==> src/hdl/assert_macros.svh <==
// Assertion macros shared by the touch press classifier RTL.
// Included by the modules that carry concurrent checks; needs no package.
`ifndef ASSERT_MACROS_SVH
`define ASSERT_MACROS_SVH

// Same-cycle implication, disabled while reset is active.
`define TPC_ASSERT_IMP(LBL, CLK, RSTN, ANTE, CONS) \
    LBL: assert property (@(posedge CLK) disable iff (!RSTN) (ANTE) |-> (CONS)) \
        else $error("touch press classifier check failed");

// Next-cycle implication, disabled while reset is active.
`define TPC_ASSERT_NXT(LBL, CLK, RSTN, ANTE, CONS) \
    LBL: assert property (@(posedge CLK) disable iff (!RSTN) (ANTE) |=> (CONS)) \
        else $error("touch press classifier check failed");

`endif

==> src/hdl/tpc_pkg.sv <==
// Package for the touch press classifier: field codes, reset values and types.
// No dependencies; imported by the classifier, emitter, top level and testbench.
`default_nettype none

package tpc_pkg;

    // Input kind codes
    localparam logic [1:0] KIND_POLL   = 2'd0;
    localparam logic [1:0] KIND_SINGLE = 2'd1;
    localparam logic [1:0] KIND_MULTI  = 2'd2;

    // Action codes
    localparam logic [2:0] ACT_DOWN  = 3'd0;
    localparam logic [2:0] ACT_MOVE  = 3'd1;
    localparam logic [2:0] ACT_UP    = 3'd2;
    localparam logic [2:0] ACT_HOVER = 3'd3;

    // Result event codes
    localparam logic [1:0] EV_MOVE    = 2'd0;
    localparam logic [1:0] EV_PRESS   = 2'd1;
    localparam logic [1:0] EV_RELEASE = 2'd2;

    // Button codes and mask bits
    localparam logic BTN_LEFT  = 1'b0;
    localparam logic BTN_RIGHT = 1'b1;

    // Configuration register indexes and reset values
    localparam logic        REG_LONG_PRESS = 1'b0;
    localparam logic        REG_SLOP       = 1'b1;
    localparam logic [15:0] LONG_PRESS_RST = 16'd500;
    localparam logic [11:0] SLOP_RST       = 12'd48;

    localparam int MAX_RES = 4;

    // One result item without its last flag
    typedef struct packed {
        logic [1:0]         event_type;
        logic               which_button;
        logic signed [15:0] cursor_x;
        logic signed [15:0] cursor_y;
        logic [1:0]         pressed_buttons;
    } result_t;

    // All results caused by one item
    typedef struct packed {
        logic                      load;
        logic [2:0]                cnt;
        result_t [MAX_RES-1:0]     res;
    } batch_t;

    function automatic result_t make_res(input logic [1:0] ev, input logic btn,
                                         input logic signed [15:0] cx,
                                         input logic signed [15:0] cy,
                                         input logic [1:0] mask);
        result_t r;
        r.event_type      = ev;
        r.which_button    = btn;
        r.cursor_x        = cx;
        r.cursor_y        = cy;
        r.pressed_buttons = mask;
        return r;
    endfunction

endpackage

`default_nettype wire

==> src/hdl/tpc_if.sv <==
// Channel interfaces of the touch press classifier: input items and result items.
// Depends on nothing.
`default_nettype none

interface tpc_in_if;
    logic               valid;
    logic               ready;
    logic [1:0]         kind;
    logic [2:0]         action;
    logic               pen_tool;
    logic               side_button;
    logic signed [15:0] pos_x;
    logic signed [15:0] pos_y;
    logic [31:0]        now_ms;

    modport source (output valid, kind, action, pen_tool, side_button, pos_x, pos_y,
                    now_ms, input ready);
    modport sink   (input valid, kind, action, pen_tool, side_button, pos_x, pos_y,
                    now_ms, output ready);
endinterface

interface tpc_out_if;
    logic               valid;
    logic               ready;
    logic [1:0]         event_type;
    logic               which_button;
    logic signed [15:0] cursor_x;
    logic signed [15:0] cursor_y;
    logic [1:0]         pressed_buttons;
    logic               last_flag;

    modport source (output valid, event_type, which_button, cursor_x, cursor_y,
                    pressed_buttons, last_flag, input ready);
    modport sink   (input valid, event_type, which_button, cursor_x, cursor_y,
                    pressed_buttons, last_flag, output ready);
endinterface

`default_nettype wire

==> src/hdl/tpc_classifier.sv <==
// Touch state and the decision logic that turns one input item into up to four results.
// Depends on tpc_pkg and tpc_in_if; checks use assert_macros.svh.
`default_nettype none
`include "assert_macros.svh"

module tpc_classifier
    import tpc_pkg::*;
(
    input  wire logic        clk,
    input  wire logic        rst_n,
    input  wire logic [15:0] long_press_ms,
    input  wire logic [11:0] slop_px,
    input  wire logic        batch_free,
    tpc_in_if.sink           in_ch,
    output batch_t           batch
);

    logic               pw_reg, pw_next;
    logic               th_reg, th_next;
    logic               tbr_reg, tbr_next;
    logic [31:0]        press_time_reg, press_time_next;
    logic signed [15:0] press_x_reg, press_x_next;
    logic signed [15:0] press_y_reg, press_y_next;
    logic               side_reg, side_next;
    logic [1:0]         mask_reg, mask_next;
    logic signed [15:0] cur_x_reg, cur_x_next;
    logic signed [15:0] cur_y_reg, cur_y_next;
    logic [2:0]         n_next;
    result_t [MAX_RES-1:0] res_next;

    logic               accept;
    logic [31:0]        elapsed;
    logic signed [16:0] dx, dy;
    logic [16:0]        adx, ady;
    logic               stylus;
    logic               beyond_slop;
    logic               press_left;

    assign in_ch.ready = batch_free;
    assign accept      = in_ch.valid && batch_free;

    // Distances used by the long-press and slop tests
    assign elapsed = in_ch.now_ms - press_time_reg;
    assign dx      = {in_ch.pos_x[15], in_ch.pos_x} - {press_x_reg[15], press_x_reg};
    assign dy      = {in_ch.pos_y[15], in_ch.pos_y} - {press_y_reg[15], press_y_reg};
    assign adx     = dx[16] ? (~dx + 17'd1) : dx;
    assign ady     = dy[16] ? (~dy + 17'd1) : dy;
    assign beyond_slop = (adx > {5'd0, slop_px}) || (ady > {5'd0, slop_px});
    assign stylus  = in_ch.pen_tool && (in_ch.action != ACT_HOVER);

    // Walk the item in order, appending each result as it is decided
    always_comb
    begin
        pw_next         = pw_reg;
        th_next         = th_reg;
        tbr_next        = tbr_reg;
        press_time_next = press_time_reg;
        press_x_next    = press_x_reg;
        press_y_next    = press_y_reg;
        side_next       = side_reg;
        mask_next       = mask_reg;
        cur_x_next      = cur_x_reg;
        cur_y_next      = cur_y_reg;
        n_next          = 3'd0;
        res_next        = '0;
        press_left      = 1'b0;

        case (in_ch.kind)
            KIND_POLL:
            begin
                if (pw_reg && (elapsed >= {16'd0, long_press_ms}))
                begin
                    pw_next   = 1'b0;
                    mask_next = mask_next | 2'b10;
                    tbr_next  = BTN_RIGHT;
                    th_next   = 1'b1;
                    res_next[n_next[1:0]] = make_res(EV_PRESS, BTN_RIGHT, cur_x_next,
                                                     cur_y_next, mask_next);
                    n_next = n_next + 3'd1;
                end
            end
            KIND_MULTI:
            begin
                pw_next = 1'b0;
                if (th_reg)
                begin
                    mask_next = tbr_reg ? (mask_next & 2'b01) : (mask_next & 2'b10);
                    th_next   = 1'b0;
                    res_next[n_next[1:0]] = make_res(EV_RELEASE, tbr_reg, cur_x_next,
                                                     cur_y_next, mask_next);
                    n_next = n_next + 3'd1;
                end
            end
            KIND_SINGLE:
            begin
                // Cursor move always comes first
                cur_x_next = in_ch.pos_x;
                cur_y_next = in_ch.pos_y;
                res_next[n_next[1:0]] = make_res(EV_MOVE, BTN_LEFT, cur_x_next,
                                                 cur_y_next, mask_next);
                n_next = n_next + 3'd1;

                // Side button edge toggles the right button
                if (in_ch.side_button != side_reg)
                begin
                    side_next    = in_ch.side_button;
                    mask_next[1] = in_ch.side_button;
                    res_next[n_next[1:0]] = make_res(in_ch.side_button ? EV_PRESS : EV_RELEASE,
                                                     BTN_RIGHT, cur_x_next, cur_y_next,
                                                     mask_next);
                    n_next = n_next + 3'd1;
                end

                case (in_ch.action)
                    ACT_DOWN:
                    begin
                        if (stylus)
                        begin
                            press_left = 1'b1;
                        end
                        else
                        begin
                            pw_next         = 1'b1;
                            press_time_next = in_ch.now_ms;
                            press_x_next    = in_ch.pos_x;
                            press_y_next    = in_ch.pos_y;
                        end
                    end
                    ACT_MOVE:
                    begin
                        if (pw_reg && beyond_slop)
                        begin
                            pw_next    = 1'b0;
                            press_left = 1'b1;
                        end
                    end
                    ACT_UP:
                    begin
                        pw_next    = 1'b0;
                        press_left = pw_reg;
                    end
                    default:
                    begin
                        pw_next = pw_reg;
                    end
                endcase

                // Left press from stylus tip, drag or tap
                if (press_left)
                begin
                    mask_next = mask_next | 2'b01;
                    tbr_next  = BTN_LEFT;
                    th_next   = 1'b1;
                    res_next[n_next[1:0]] = make_res(EV_PRESS, BTN_LEFT, cur_x_next,
                                                     cur_y_next, mask_next);
                    n_next = n_next + 3'd1;
                end

                // Release on lift of whichever button the touch holds
                if ((in_ch.action == ACT_UP) && th_next)
                begin
                    mask_next = tbr_next ? (mask_next & 2'b01) : (mask_next & 2'b10);
                    th_next   = 1'b0;
                    res_next[n_next[1:0]] = make_res(EV_RELEASE, tbr_next, cur_x_next,
                                                     cur_y_next, mask_next);
                    n_next = n_next + 3'd1;
                end
            end
            default:
            begin
                n_next = 3'd0;
            end
        endcase
    end

    assign batch.load = accept;
    assign batch.cnt  = n_next;
    assign batch.res  = res_next;

    // Commit state on each accepted item
    always_ff @(posedge clk or negedge rst_n)
    begin
        if (!rst_n)
        begin
            pw_reg         <= 1'b0;
            th_reg         <= 1'b0;
            tbr_reg        <= BTN_LEFT;
            press_time_reg <= '0;
            press_x_reg    <= '0;
            press_y_reg    <= '0;
            side_reg       <= 1'b0;
            mask_reg       <= '0;
            cur_x_reg      <= '0;
            cur_y_reg      <= '0;
        end
        else if (accept)
        begin
            pw_reg         <= pw_next;
            th_reg         <= th_next;
            tbr_reg        <= tbr_next;
            press_time_reg <= press_time_next;
            press_x_reg    <= press_x_next;
            press_y_reg    <= press_y_next;
            side_reg       <= side_next;
            mask_reg       <= mask_next;
            cur_x_reg      <= cur_x_next;
            cur_y_reg      <= cur_y_next;
        end
    end

    // A held left touch button always shows in the mask
    `TPC_ASSERT_IMP(a_left_held_in_mask, clk, rst_n, th_reg && !tbr_reg, mask_reg[0])
    // Only single-pointer items can produce more than one result
    `TPC_ASSERT_IMP(a_multi_res_single, clk, rst_n, accept && (n_next > 3'd1),
                    in_ch.kind == KIND_SINGLE)

endmodule

`default_nettype wire

==> src/hdl/tpc_emitter.sv <==
// Holds one item's results and hands out one per cycle while out_ch.ready is high.
// Depends on tpc_pkg and tpc_out_if; checks use assert_macros.svh.
`default_nettype none
`include "assert_macros.svh"

module tpc_emitter
    import tpc_pkg::*;
(
    input  wire logic   clk,
    input  wire logic   rst_n,
    input  wire batch_t batch,
    output logic        batch_free,
    tpc_out_if.source   out_ch
);

    result_t [MAX_RES-1:0] res_reg;
    logic [2:0]            cnt_reg;
    logic [1:0]            idx_reg;
    logic                  last;
    logic                  take;

    assign last       = ({1'b0, idx_reg} + 3'd1) == cnt_reg;
    assign take       = out_ch.valid && out_ch.ready;
    assign batch_free = (cnt_reg == 3'd0) || (take && last);

    // Present the current result
    assign out_ch.valid           = cnt_reg != 3'd0;
    assign out_ch.event_type      = res_reg[idx_reg].event_type;
    assign out_ch.which_button    = res_reg[idx_reg].which_button;
    assign out_ch.cursor_x        = res_reg[idx_reg].cursor_x;
    assign out_ch.cursor_y        = res_reg[idx_reg].cursor_y;
    assign out_ch.pressed_buttons = res_reg[idx_reg].pressed_buttons;
    assign out_ch.last_flag       = last;

    // Load a new batch or advance through the current one
    always_ff @(posedge clk or negedge rst_n)
    begin
        if (!rst_n)
        begin
            cnt_reg <= '0;
            idx_reg <= '0;
        end
        else if (batch.load)
        begin
            cnt_reg <= batch.cnt;
            idx_reg <= '0;
        end
        else if (take)
        begin
            if (last)
            begin
                cnt_reg <= '0;
            end
            else
            begin
                idx_reg <= idx_reg + 2'd1;
            end
        end
    end

    // Payload needs no reset
    always_ff @(posedge clk)
    begin
        if (batch.load)
        begin
            res_reg <= batch.res;
        end
    end

    // Read pointer stays inside the held batch
    `TPC_ASSERT_IMP(a_idx_in_batch, clk, rst_n, cnt_reg != 3'd0,
                    {1'b0, idx_reg} < cnt_reg)
    // A new batch never overwrites results still to be delivered
    `TPC_ASSERT_IMP(a_no_overwrite, clk, rst_n, batch.load,
                    (cnt_reg == 3'd0) || (take && last))
    // After the final result goes out with no new item, the buffer is empty
    `TPC_ASSERT_NXT(a_drain_empty, clk, rst_n, take && last && !batch.load,
                    cnt_reg == 3'd0)

endmodule

`default_nettype wire

==> src/hdl/touch_press_classifier_unit.sv <==
// Top level of the touch press classifier: configuration registers and the two stages.
// Depends on tpc_pkg, tpc_if, tpc_classifier and tpc_emitter.
`default_nettype none

// Each input item is decided in the cycle it is accepted and its results, up to four
// (cursor move, side button, touch press, touch release), are loaded into a result
// buffer that delivers one result per cycle while the receiver is ready, the first in
// the cycle after acceptance. An item is taken in the same cycle the previous item's
// last result is taken, so the result buffer's single output port limits the item
// rate. Poll and multi-pointer items often produce no result. Registers long_press_ms
// (index 0) and slop_px (index 1) reset to 500 and 48 and are to be written only while
// the block is idle; the user is bound to this, the block itself does not enforce it.

module touch_press_classifier_unit
    import tpc_pkg::*;
(
    input  wire logic        clk,
    input  wire logic        rst_n,
    tpc_in_if.sink           in_ch,
    tpc_out_if.source        out_ch,
    input  wire logic        cfg_wr_en,
    input  wire logic        cfg_index,
    input  wire logic [15:0] cfg_data
);

    logic [15:0] long_press_reg;
    logic [11:0] slop_reg;
    batch_t      batch;
    logic        batch_free;

    // Decode configuration writes
    always_ff @(posedge clk or negedge rst_n)
    begin
        if (!rst_n)
        begin
            long_press_reg <= LONG_PRESS_RST;
            slop_reg       <= SLOP_RST;
        end
        else if (cfg_wr_en)
        begin
            unique case (cfg_index)
                REG_LONG_PRESS: long_press_reg <= cfg_data;
                REG_SLOP:       slop_reg       <= cfg_data[11:0];
            endcase
        end
    end

    tpc_classifier u_classifier (
        .clk           (clk),
        .rst_n         (rst_n),
        .long_press_ms (long_press_reg),
        .slop_px       (slop_reg),
        .batch_free    (batch_free),
        .in_ch         (in_ch),
        .batch         (batch)
    );

    tpc_emitter u_emitter (
        .clk        (clk),
        .rst_n      (rst_n),
        .batch      (batch),
        .batch_free (batch_free),
        .out_ch     (out_ch)
    );

endmodule

`default_nettype wire

==> src/flat_wrapper.sv <==
// flat-port wrapper written by rule: the top's interface ports become plain ports
module touch_press_classifier_unit_flat import tpc_pkg::*;
  (clk, rst_n, cfg_wr_en, cfg_index, cfg_data, in_ch_valid, in_ch_kind, in_ch_action, in_ch_pen_tool, in_ch_side_button, in_ch_pos_x, in_ch_pos_y, in_ch_now_ms, in_ch_ready, out_ch_valid, out_ch_event_type, out_ch_which_button, out_ch_cursor_x, out_ch_cursor_y, out_ch_pressed_buttons, out_ch_last_flag, out_ch_ready);
  tpc_in_if in_ch_i ();
  tpc_out_if out_ch_i ();
  input  wire logic clk;
  input  wire logic rst_n;
  input  wire logic cfg_wr_en;
  input  wire logic cfg_index;
  input  wire logic [15:0] cfg_data;
  input wire logic [$bits(in_ch_i.valid)-1:0] in_ch_valid;
  input wire logic [$bits(in_ch_i.kind)-1:0] in_ch_kind;
  input wire logic [$bits(in_ch_i.action)-1:0] in_ch_action;
  input wire logic [$bits(in_ch_i.pen_tool)-1:0] in_ch_pen_tool;
  input wire logic [$bits(in_ch_i.side_button)-1:0] in_ch_side_button;
  input wire logic [$bits(in_ch_i.pos_x)-1:0] in_ch_pos_x;
  input wire logic [$bits(in_ch_i.pos_y)-1:0] in_ch_pos_y;
  input wire logic [$bits(in_ch_i.now_ms)-1:0] in_ch_now_ms;
  output wire logic [$bits(in_ch_i.ready)-1:0] in_ch_ready;
  output wire logic [$bits(out_ch_i.valid)-1:0] out_ch_valid;
  output wire logic [$bits(out_ch_i.event_type)-1:0] out_ch_event_type;
  output wire logic [$bits(out_ch_i.which_button)-1:0] out_ch_which_button;
  output wire logic [$bits(out_ch_i.cursor_x)-1:0] out_ch_cursor_x;
  output wire logic [$bits(out_ch_i.cursor_y)-1:0] out_ch_cursor_y;
  output wire logic [$bits(out_ch_i.pressed_buttons)-1:0] out_ch_pressed_buttons;
  output wire logic [$bits(out_ch_i.last_flag)-1:0] out_ch_last_flag;
  input wire logic [$bits(out_ch_i.ready)-1:0] out_ch_ready;
  assign in_ch_i.valid = in_ch_valid;
  assign in_ch_i.kind = in_ch_kind;
  assign in_ch_i.action = in_ch_action;
  assign in_ch_i.pen_tool = in_ch_pen_tool;
  assign in_ch_i.side_button = in_ch_side_button;
  assign in_ch_i.pos_x = in_ch_pos_x;
  assign in_ch_i.pos_y = in_ch_pos_y;
  assign in_ch_i.now_ms = in_ch_now_ms;
  assign in_ch_ready = in_ch_i.ready;
  assign out_ch_valid = out_ch_i.valid;
  assign out_ch_event_type = out_ch_i.event_type;
  assign out_ch_which_button = out_ch_i.which_button;
  assign out_ch_cursor_x = out_ch_i.cursor_x;
  assign out_ch_cursor_y = out_ch_i.cursor_y;
  assign out_ch_pressed_buttons = out_ch_i.pressed_buttons;
  assign out_ch_last_flag = out_ch_i.last_flag;
  assign out_ch_i.ready = out_ch_ready;
  touch_press_classifier_unit u_core (.clk(clk), .rst_n(rst_n), .in_ch(in_ch_i), .out_ch(out_ch_i), .cfg_wr_en(cfg_wr_en), .cfg_index(cfg_index), .cfg_data(cfg_data));
endmodule
==> config.mk <==
export PLATFORM = sky130hd
export DESIGN_NAME = touch_press_classifier_unit_flat
export DESIGN_NICKNAME = d
export VERILOG_FILES = /design/src/hdl/tpc_pkg.sv /design/src/hdl/tpc_if.sv /design/src/hdl/tpc_classifier.sv /design/src/hdl/tpc_emitter.sv /design/src/hdl/touch_press_classifier_unit.sv /design/src/flat_wrapper.sv
export VERILOG_INCLUDE_DIRS = /design/src /design/src/hdl
export SDC_FILE = /design/constraint.sdc
export NUM_CORES = 1
export LEC_CHECK = 0
export BUFFER_PORTS_ARGS = -buffer_cell sky130_fd_sc_hd__buf_2
export CAP_MARGIN = 20
export CORE_ASPECT_RATIO = 1.5
export CORE_MARGIN = 4
export CORE_UTILIZATION = 44
export DETAILED_ROUTE_END_ITERATION = 12
export PLACE_DENSITY = 0.66
export REMOVE_ABC_BUFFERS = 1
export SYNTH_ARGS = -nofsm -noshare
export SYNTH_HDL_FRONTEND = slang
export SYNTH_HIERARCHICAL = 1
export SYNTH_SLANG_ARGS = --single-unit
==> constraint.sdc <==
create_clock -name clk -period 8.65 [get_ports clk]
set_input_delay 2.595 -clock clk [delete_from_list [all_inputs] [get_ports clk]]
set_output_delay 2.595 -clock clk [all_outputs]
set_load 0.02 [all_outputs]
# ---- Yosys cells after proc, flatten, opt, wreduce, memory -nomap -nowiden
# Index checks and enable logic that the tools add are counted.
dict set report word_totals {
  output_inout_bits 40
  register_bits 283
  input_bits 93
}
dict set report classes {
  n_mux 60
  n_reduce_logical 32
  addsub 9
  n_eq_ne 13
  bitwise 5
  n_lt_le_gt_ge 8
}
# op n
set op_table {}
lappend op_table {{two-way mux 148 bit} 3}
lappend op_table {{bitwise mux 148 bit} 2}
lappend op_table {{two-way mux 37 bit} 6}
lappend op_table {{demux 37 bit (select 2 bit)} 2}
lappend op_table {{case mux 37 bit (3 select lines)} 1}
lappend op_table {{binary-select mux 37 bit (select 2 bit)} 1}
lappend op_table {{two-way mux 36 bit} 1}
lappend op_table {{adder 17 x 1 -> 17 bit, second input constant} 2}
lappend op_table {{greater-than comparator 17 x 12 -> 1 bit} 2}
lappend op_table {{two-way mux 17 bit} 2}
lappend op_table {{NOT 17 bit} 2}
lappend op_table {{subtractor 16 x 16 -> 17 bit} 2}
lappend op_table {{greater-or-equal comparator 32 x 16 -> 1 bit} 1}
lappend op_table {{subtractor 32 bit} 1}
lappend op_table {{two-way mux 2 bit} 11}
lappend op_table {{two-way mux 3 bit} 7}
lappend op_table {{two-way mux 1 bit} 17}
lappend op_table {{case mux 1 bit (3 select lines)} 4}
lappend op_table {{AND reduction 4 bit} 3}
lappend op_table {{AND reduction 2 bit} 5}
lappend op_table {{logical AND 1 bit} 9}
lappend op_table {{< comparator 2 x 3 -> 1 bit, second input constant} 3}
lappend op_table {{case mux 3 bit (3 select lines)} 1}
lappend op_table {{AND reduction 3 bit} 3}
lappend op_table {{24 further kinds} 36}

# ---- Logic depth before layout (Yosys ltp)
dict set report logic_depth {
  word_depth 19
  ltp_mapped 30
  depth_no_buf 29
}

# ---- By module
# Netlist, hierarchy kept.
# module n_inst area_per_inst_um2 seq_area_each_um2 cells_per_inst
set by_module_without_submodules {}
lappend by_module_without_submodules {tpc_classifier 1 11309.6 2552.4 1367}
lappend by_module_without_submodules {tpc_emitter 1 5677.9 4569.4 222}
lappend by_module_without_submodules {touch_press_classifier_unit 1 1123.6 710.7 61}

# ---- Worst setup path before layout
# No wires, ideal clock.
dict set report synth_path {
  path_type {input port to flip-flop}
  start {input port in_ch_pos_y[0]}
  end {register u_core/u_emitter/res_reg[100] in the netlist's numbering (data pin)}
  path_stages 27
  setup_slack_ps 659
  n_path_buf 2
  t_arrival_ps 7860
  required_ps 8519
  cell_sequence {inv_1 ha_1 fa_1 nand2b_1 a21o_1 a31oi_1 o21bai_1 a31o_2 clkbuf_1 nand2_1 o21ai_0 ha_1 nor2b_1 o21a_1 o21a_1 o21ai_0 a2111o_1 a21oi_1 a221oi_1 o211ai_1 nor4b_2 nor3_2 fa_1 nor3_1 a31o_2 buf_2 and2_1}
}
dict set report synth_via {
  elab_chain_len 18
  elab_cells_between_ends 24
  classes_between {2 x add/sub; 3 x order compare; 14 x mux; 1 x bitwise; 4 x reduce/logical}
}
# item line
set synth_rtl {}
lappend synth_rtl {{start, declared} flat_wrapper.sv:17} ;# input wire logic [$bits(in_ch_i.pos_y)-1:0] in_ch_pos_y;
lappend synth_rtl {{subtractor 16 x 16 -> 17 bit *} tpc_classifier.sv:45} ;# assign dy = {in_ch.pos_y[15], in_ch.pos_y} - {press_y_reg[15], press_y_reg};
lappend synth_rtl {{NOT 17 bit} tpc_classifier.sv:47} ;# assign ady = dy[16] ? (~dy + 17'd1) : dy;
lappend synth_rtl {{adder 17 x 1 -> 17 bit} tpc_classifier.sv:47}
lappend synth_rtl {{two-way mux 17 bit *} tpc_classifier.sv:47}
lappend synth_rtl {{greater-than comparator 17 x 12 -> 1 bit *} tpc_classifier.sv:48} ;# assign beyond_slop = (adx > {5'd0, slop_px}) || (ady > {5'd0, slop_px});
lappend synth_rtl {{logical OR 1 bit *} tpc_classifier.sv:48}
lappend synth_rtl {{logical AND 1 bit *} tpc_classifier.sv:131} ;# if (pw_reg && beyond_slop)
lappend synth_rtl {{two-way mux 1 bit *} tpc_classifier.sv:131}
lappend synth_rtl {{[2 not listed]} -}
lappend synth_rtl {{two-way mux 3 bit} tpc_classifier.sv:149} ;# if (press_left)
lappend synth_rtl {{two-way mux 3 bit} tpc_classifier.sv:68} ;# case (in_ch.kind)
lappend synth_rtl {{< comparator 2 x 3 -> 1 bit (not written as such) / greater-or-equal comparator 2 x 1 -> 1 bit (equally long branches)} tpc_classifier.sv:164} ;# res_next[n_next[1:0]] = make_res(EV_RELEASE, tbr_next, cur_x_next,
lappend synth_rtl {{logical AND 1 bit (not written as such)} tpc_classifier.sv:164}
lappend synth_rtl {{two-way mux 37 bit (not written as such)} tpc_classifier.sv:164}
lappend synth_rtl {{demux 37 bit (select 2 bit)} tpc_classifier.sv:164}
lappend synth_rtl {{bitwise mux 148 bit} tpc_classifier.sv:164}
lappend synth_rtl {{two-way mux 148 bit *} tpc_classifier.sv:160} ;# if ((in_ch.action == ACT_UP) && th_next)
lappend synth_rtl {{end signal, assigned} tpc_emitter.sv:66} ;# res_reg <= batch.res;
lappend synth_rtl {{end, declared} tpc_emitter.sv:16} ;# result_t [MAX_RES-1:0] res_reg;
# Every way passes the cells marked *; elsewhere a longest branch is shown, timed or not. The select of a mux whose other input is x is not followed.
# A chain may end at the register's enable or synchronous reset.

# ---- Worst setup path after layout
dict set report layout_path {
  start {input port in_ch_pos_x[0]}
  end {register u_core/u_emitter/res_reg[75] in the netlist's numbering (data pin)}
}
dict set report layout_via {
  elab_chain_len 18
  elab_cells_between_ends 27
  classes_between {2 x add/sub; 3 x order compare; 17 x mux; 1 x bitwise; 4 x reduce/logical}
}
# item line
set layout_rtl {}
lappend layout_rtl {{start, declared} flat_wrapper.sv:16} ;# input wire logic [$bits(in_ch_i.pos_x)-1:0] in_ch_pos_x;
lappend layout_rtl {{subtractor 16 x 16 -> 17 bit *} tpc_classifier.sv:44} ;# assign dx = {in_ch.pos_x[15], in_ch.pos_x} - {press_x_reg[15], press_x_reg};
lappend layout_rtl {{NOT 17 bit} tpc_classifier.sv:46} ;# assign adx = dx[16] ? (~dx + 17'd1) : dx;
lappend layout_rtl {{adder 17 x 1 -> 17 bit} tpc_classifier.sv:46}
lappend layout_rtl {{two-way mux 17 bit *} tpc_classifier.sv:46}
lappend layout_rtl {{greater-than comparator 17 x 12 -> 1 bit *} tpc_classifier.sv:48}
lappend layout_rtl {{logical OR 1 bit *} tpc_classifier.sv:48}
lappend layout_rtl {{logical AND 1 bit *} tpc_classifier.sv:131}
lappend layout_rtl {{two-way mux 1 bit *} tpc_classifier.sv:131}
lappend layout_rtl {{[2 not listed]} -}
lappend layout_rtl {{two-way mux 3 bit} tpc_classifier.sv:149}
lappend layout_rtl {{two-way mux 3 bit} tpc_classifier.sv:68}
lappend layout_rtl {{< comparator 2 x 3 -> 1 bit (not written as such) / greater-or-equal comparator 2 x 1 -> 1 bit (equally long branches)} tpc_classifier.sv:164}
lappend layout_rtl {{logical AND 1 bit (not written as such)} tpc_classifier.sv:164}
lappend layout_rtl {{two-way mux 37 bit (not written as such)} tpc_classifier.sv:164}
lappend layout_rtl {{demux 37 bit (select 2 bit)} tpc_classifier.sv:164}
lappend layout_rtl {{bitwise mux 148 bit} tpc_classifier.sv:164}
lappend layout_rtl {{two-way mux 148 bit *} tpc_classifier.sv:160}
# Marked as above.

==> impl_metrics.json <==
{
  "first_global_vias": 13500,
  "min_path_type": "reg -> reg",
  "synth_seq_cells": 283,
  "leakage_nw": 8.65,
  "ioPinCount": 133,
  "finalNonFillerCells": 2305,
  "slowest_delay_ps": 480,
  "grtUsageTotal": 0.189,
  "setup.worst_path.start": "in_ch_pos_x[0]",
  "ys_seq_area_frac": 0.432,
  "finalMaxSlewViolations": 0,
  "grt_antenna_before_repair": 6,
  "wl_per_cell_um": 18.5,
  "first_pass_iters": 5,
  "synth_top_flop_cell": "edfxtp_1",
  "place_inst": 2248,
  "ys_warn_count": 6,
  "synth.top_cell.area_share": 0.245,
  "vdd_drop_max_uv": 153,
  "die_y_um": 256,
  "pwr-share-comb": 0.439,
  "crit_slowest_cell": "fa_1",
  "seqPwrFrac": 0.350,
  "finalClockSkew_ps": 11.4,
  "via_count": 13100,
  "regToRegSetupSlack_ps": 2590,
  "relSlewSlack": 0.302,
  "syn_area_um2": 18100,
  "crit_path_end_kind": "flip-flop",
  "dieWidth_um": 174,
  "path_common_cell": "o211ai_1",
  "port_buffers": 132,
  "hold_start": "u_core/u_classifier/cur_x_reg[1]$_DFFE_PN0P_",
  "placed_cell_area_um2": 19300,
  "period_minus_slack_ps": 7890,
  "core_um2": 40400,
  "start_util": 0.448,
  "synthCells": 1650,
  "syn2layout_area_growth_pct": 11.9,
  "timing.rr.start": "u_core/u_classifier/press_y_reg[0]$_DFFE_PN0P_",
  "hold_buffers": 0,
  "largest_reg_flops": 148,
  "crit_family": "compound AO/OA/AOI/OAI gates",
  "ant_nets": 0,
  "min_to": "u_core/u_classifier/cur_x_reg[1]$_DFFE_PN0P_",
  "grt-ovfl-total": 0,
  "numCtsBuffers": 29,
  "hold_violations": 0,
  "layout.nets": 1986,
  "worstPathArrival_ps": 8290,
  "rsz0062_at_grt": "false",
  "synth_commonest_cells": "148 x edfxtp_1, 127 x dfrtp_1, 127 x inv_1",
  "reg2reg_to": "u_core/u_emitter/res_reg[75]$_DFFE_PP_",
  "fillers": 3671,
  "fmax_mhz": 127,
  "synth_top_cell_by_area": "edfxtp_1",
  "switching_share": 0.369,
  "p_sw_mw": 2.11,
  "die_area_um2": 44500,
  "drcViolationCount": 0,
  "critical_path_required_ps": 9050,
  "drt_iter0_markers": 825,
  "avgSynthCellArea_um2": 11.0,
  "root_buffer": "clkbuf_16",
  "status": "complete, no violations",
  "tightest_slew_ps": 1050,
  "clock_latency_ps": 560,
  "grt_max_degree": 86,
  "clk_path_buf_depth": 3,
  "critPathLaunchType": "input pin",
  "yosysMostFrequentCell": "edfxtp_1",
  "p_clk_frac": 0.211,
  "drive_above_1_share": 0.216,
  "powerDensity_nw_per_um2": 282,
  "numClockSinks": 283,
  "hpwl_um": 30900,
  "num_rows": 90,
  "cp_max_fo": 33,
  "crit_buf_inv": 2,
  "synth.top_cells.by_area": "edfxtp_1 25%, dfrtp_1 18%, ha_1 7.9%",
  "finalCritPeriodShare": 0.912,
  "fin_area_um2": 20300,
  "critPathKind": "in -> reg",
  "setup_violations": 0,
  "r2r_cells": 22,
  "grt_pass1_wl_um": 69500,
  "yosysUniqueCellTypes": 92,
  "async_reset_ff_frac": 0.477,
  "min_path_cells": 2,
  "clk_pin_slew_ps": 70,
  "h-tree-depth": 1,
  "synth_edf_count": 148,
  "wl_um": 42600,
  "p_total_mw": 5.71,
  "drt-vias-per-instance": 5.67,
  "place_congestion": 0.893,
  "cts_tree": "done",
  "cap_violations": 0,
  "internal_power_mw": 3.60
}
[worst max path at each step]
stage	end	slack, ps	cells after the start
2_1_floorplan	u_core/u_classifier/press_time_reg[10]$_DFFE_PN0P_	-1950	5
3_3_place_gp	u_core/u_emitter/res_reg[75]$_DFFE_PP_	30	24
3_5_place_dp	u_core/u_emitter/res_reg[75]$_DFFE_PP_	-150	25
4_1_cts	u_core/u_emitter/res_reg[75]$_DFFE_PP_	430	25
5_1_grt	u_core/u_emitter/res_reg[75]$_DFFE_PP_	80	24
6_report	u_core/u_emitter/res_reg[75]$_DFFE_PP_	760	25
[power groups by stage]
stage | logic (mW) | registers [mW] | clock network (mW)
global route | 2.78 | 2.04 | 1.29
global placement | 2.47 | 2.01 | 0
finish | 2.51 | 2.00 | 1.20
CTS | 2.52 | 2.00 | 1.24
detailed placement | 2.51 | 2.03 | 0
floorplan | 1.83 | 2.04 | 0
[kinds of logic (layout without fill, tap and decap cells)]
group | count (synthesis) | after routing | synth area share
xor+xnor | 69 | 69 | 0.0334
other cells | 1 | 4 | 0.000207
fa+ha+maj | 119 | 119 | 0.0839
mux | 162 | 162 | 0.126
compound gates | 388 | 388 | 0.150
buf+inv | 195 | 341 | 0.0465
flops | 283 | 283 | 0.432
simple gates | 433 | 433 | 0.127
[layout by cell type, fill, tap and decap left out, drive strengths merged, types with 37 or more instances in the layout]
cell type,Yosys,routed
and2,74,74
mux2,116,116
inv,127,129
clkbuf,36,40
xnor2,44,44
edfxtp,148,148
o21ai,67,67
buf,32,161
nand2,95,95
mux4,37,37
ha,115,115
dfrtp,127,127
and3,40,40
nor2,76,76
a21oi,85,85
[per-layer routing]
layer / up-vias / track usage / share of wire
li1: 6376 / - / -
met1: 6312 / 0.216 / 0.40
met5: - / 0 / 0.00063
met2: 281 / 0.352 / 0.52
met3: 94 / 0.0231 / 0.039
met4: 4 / 0.0808 / 0.042
[timing repair]
item,CTS,global route
gates resized for setup,0,1
hold endpoints to repair,0,0
buffers inserted,0,0
endpoints found under the setup margin,0,33
[worst reg2reg max path, cell delays in order, from the launching register on]
cell and delay (ps):
dfrtp_1 380, ha_1 220, fa_1 430, nand2b_1 270, a2111oi_2 410, nor2_1 90
a221o_1 340, and3_1 170, o21ai_0 200, xnor2_1 190, ha_1 300, o221ai_1 230
nor2_1 80, a211oi_1 210, a21oi_1 100, a221oi_1 220, o211ai_1 210, nor4b_2 320
nor3_2 100, fa_1 480, nor3_1 320, a31o_4 410, a21boi_0 240
[layout make-up]
class                      count  area (um^2)  area share
inverter                     127          477      0.0235
multi-input combinational   1172         9470       0.468
antenna                        3         7.51    0.000371
tap                          506          633      0.0313
clock inverter                13          108     0.00531
sequential                   283         7830       0.387
clock buffer                  40          797      0.0393
timing repair buffer         161          930      0.0459
[through the flow]
step / hold slack, ps / worst slack (ps) / utilization / setup TNS, ps
6_report: 494 / 758 / 0.501 / 0
5_1_grt: 509 / 79.3 / 0.501 / 0
4_1_cts: 498 / 428 / 0.500 / 0
3_5_place_dp: 483 / -149 / 0.478 / -3210
3_3_place_gp: 463 / 33.2 / 0.478 / 0
2_1_floorplan: 450 / -1950 / - / -147700
No activity file was read; power rests on OpenSTA's default activity.
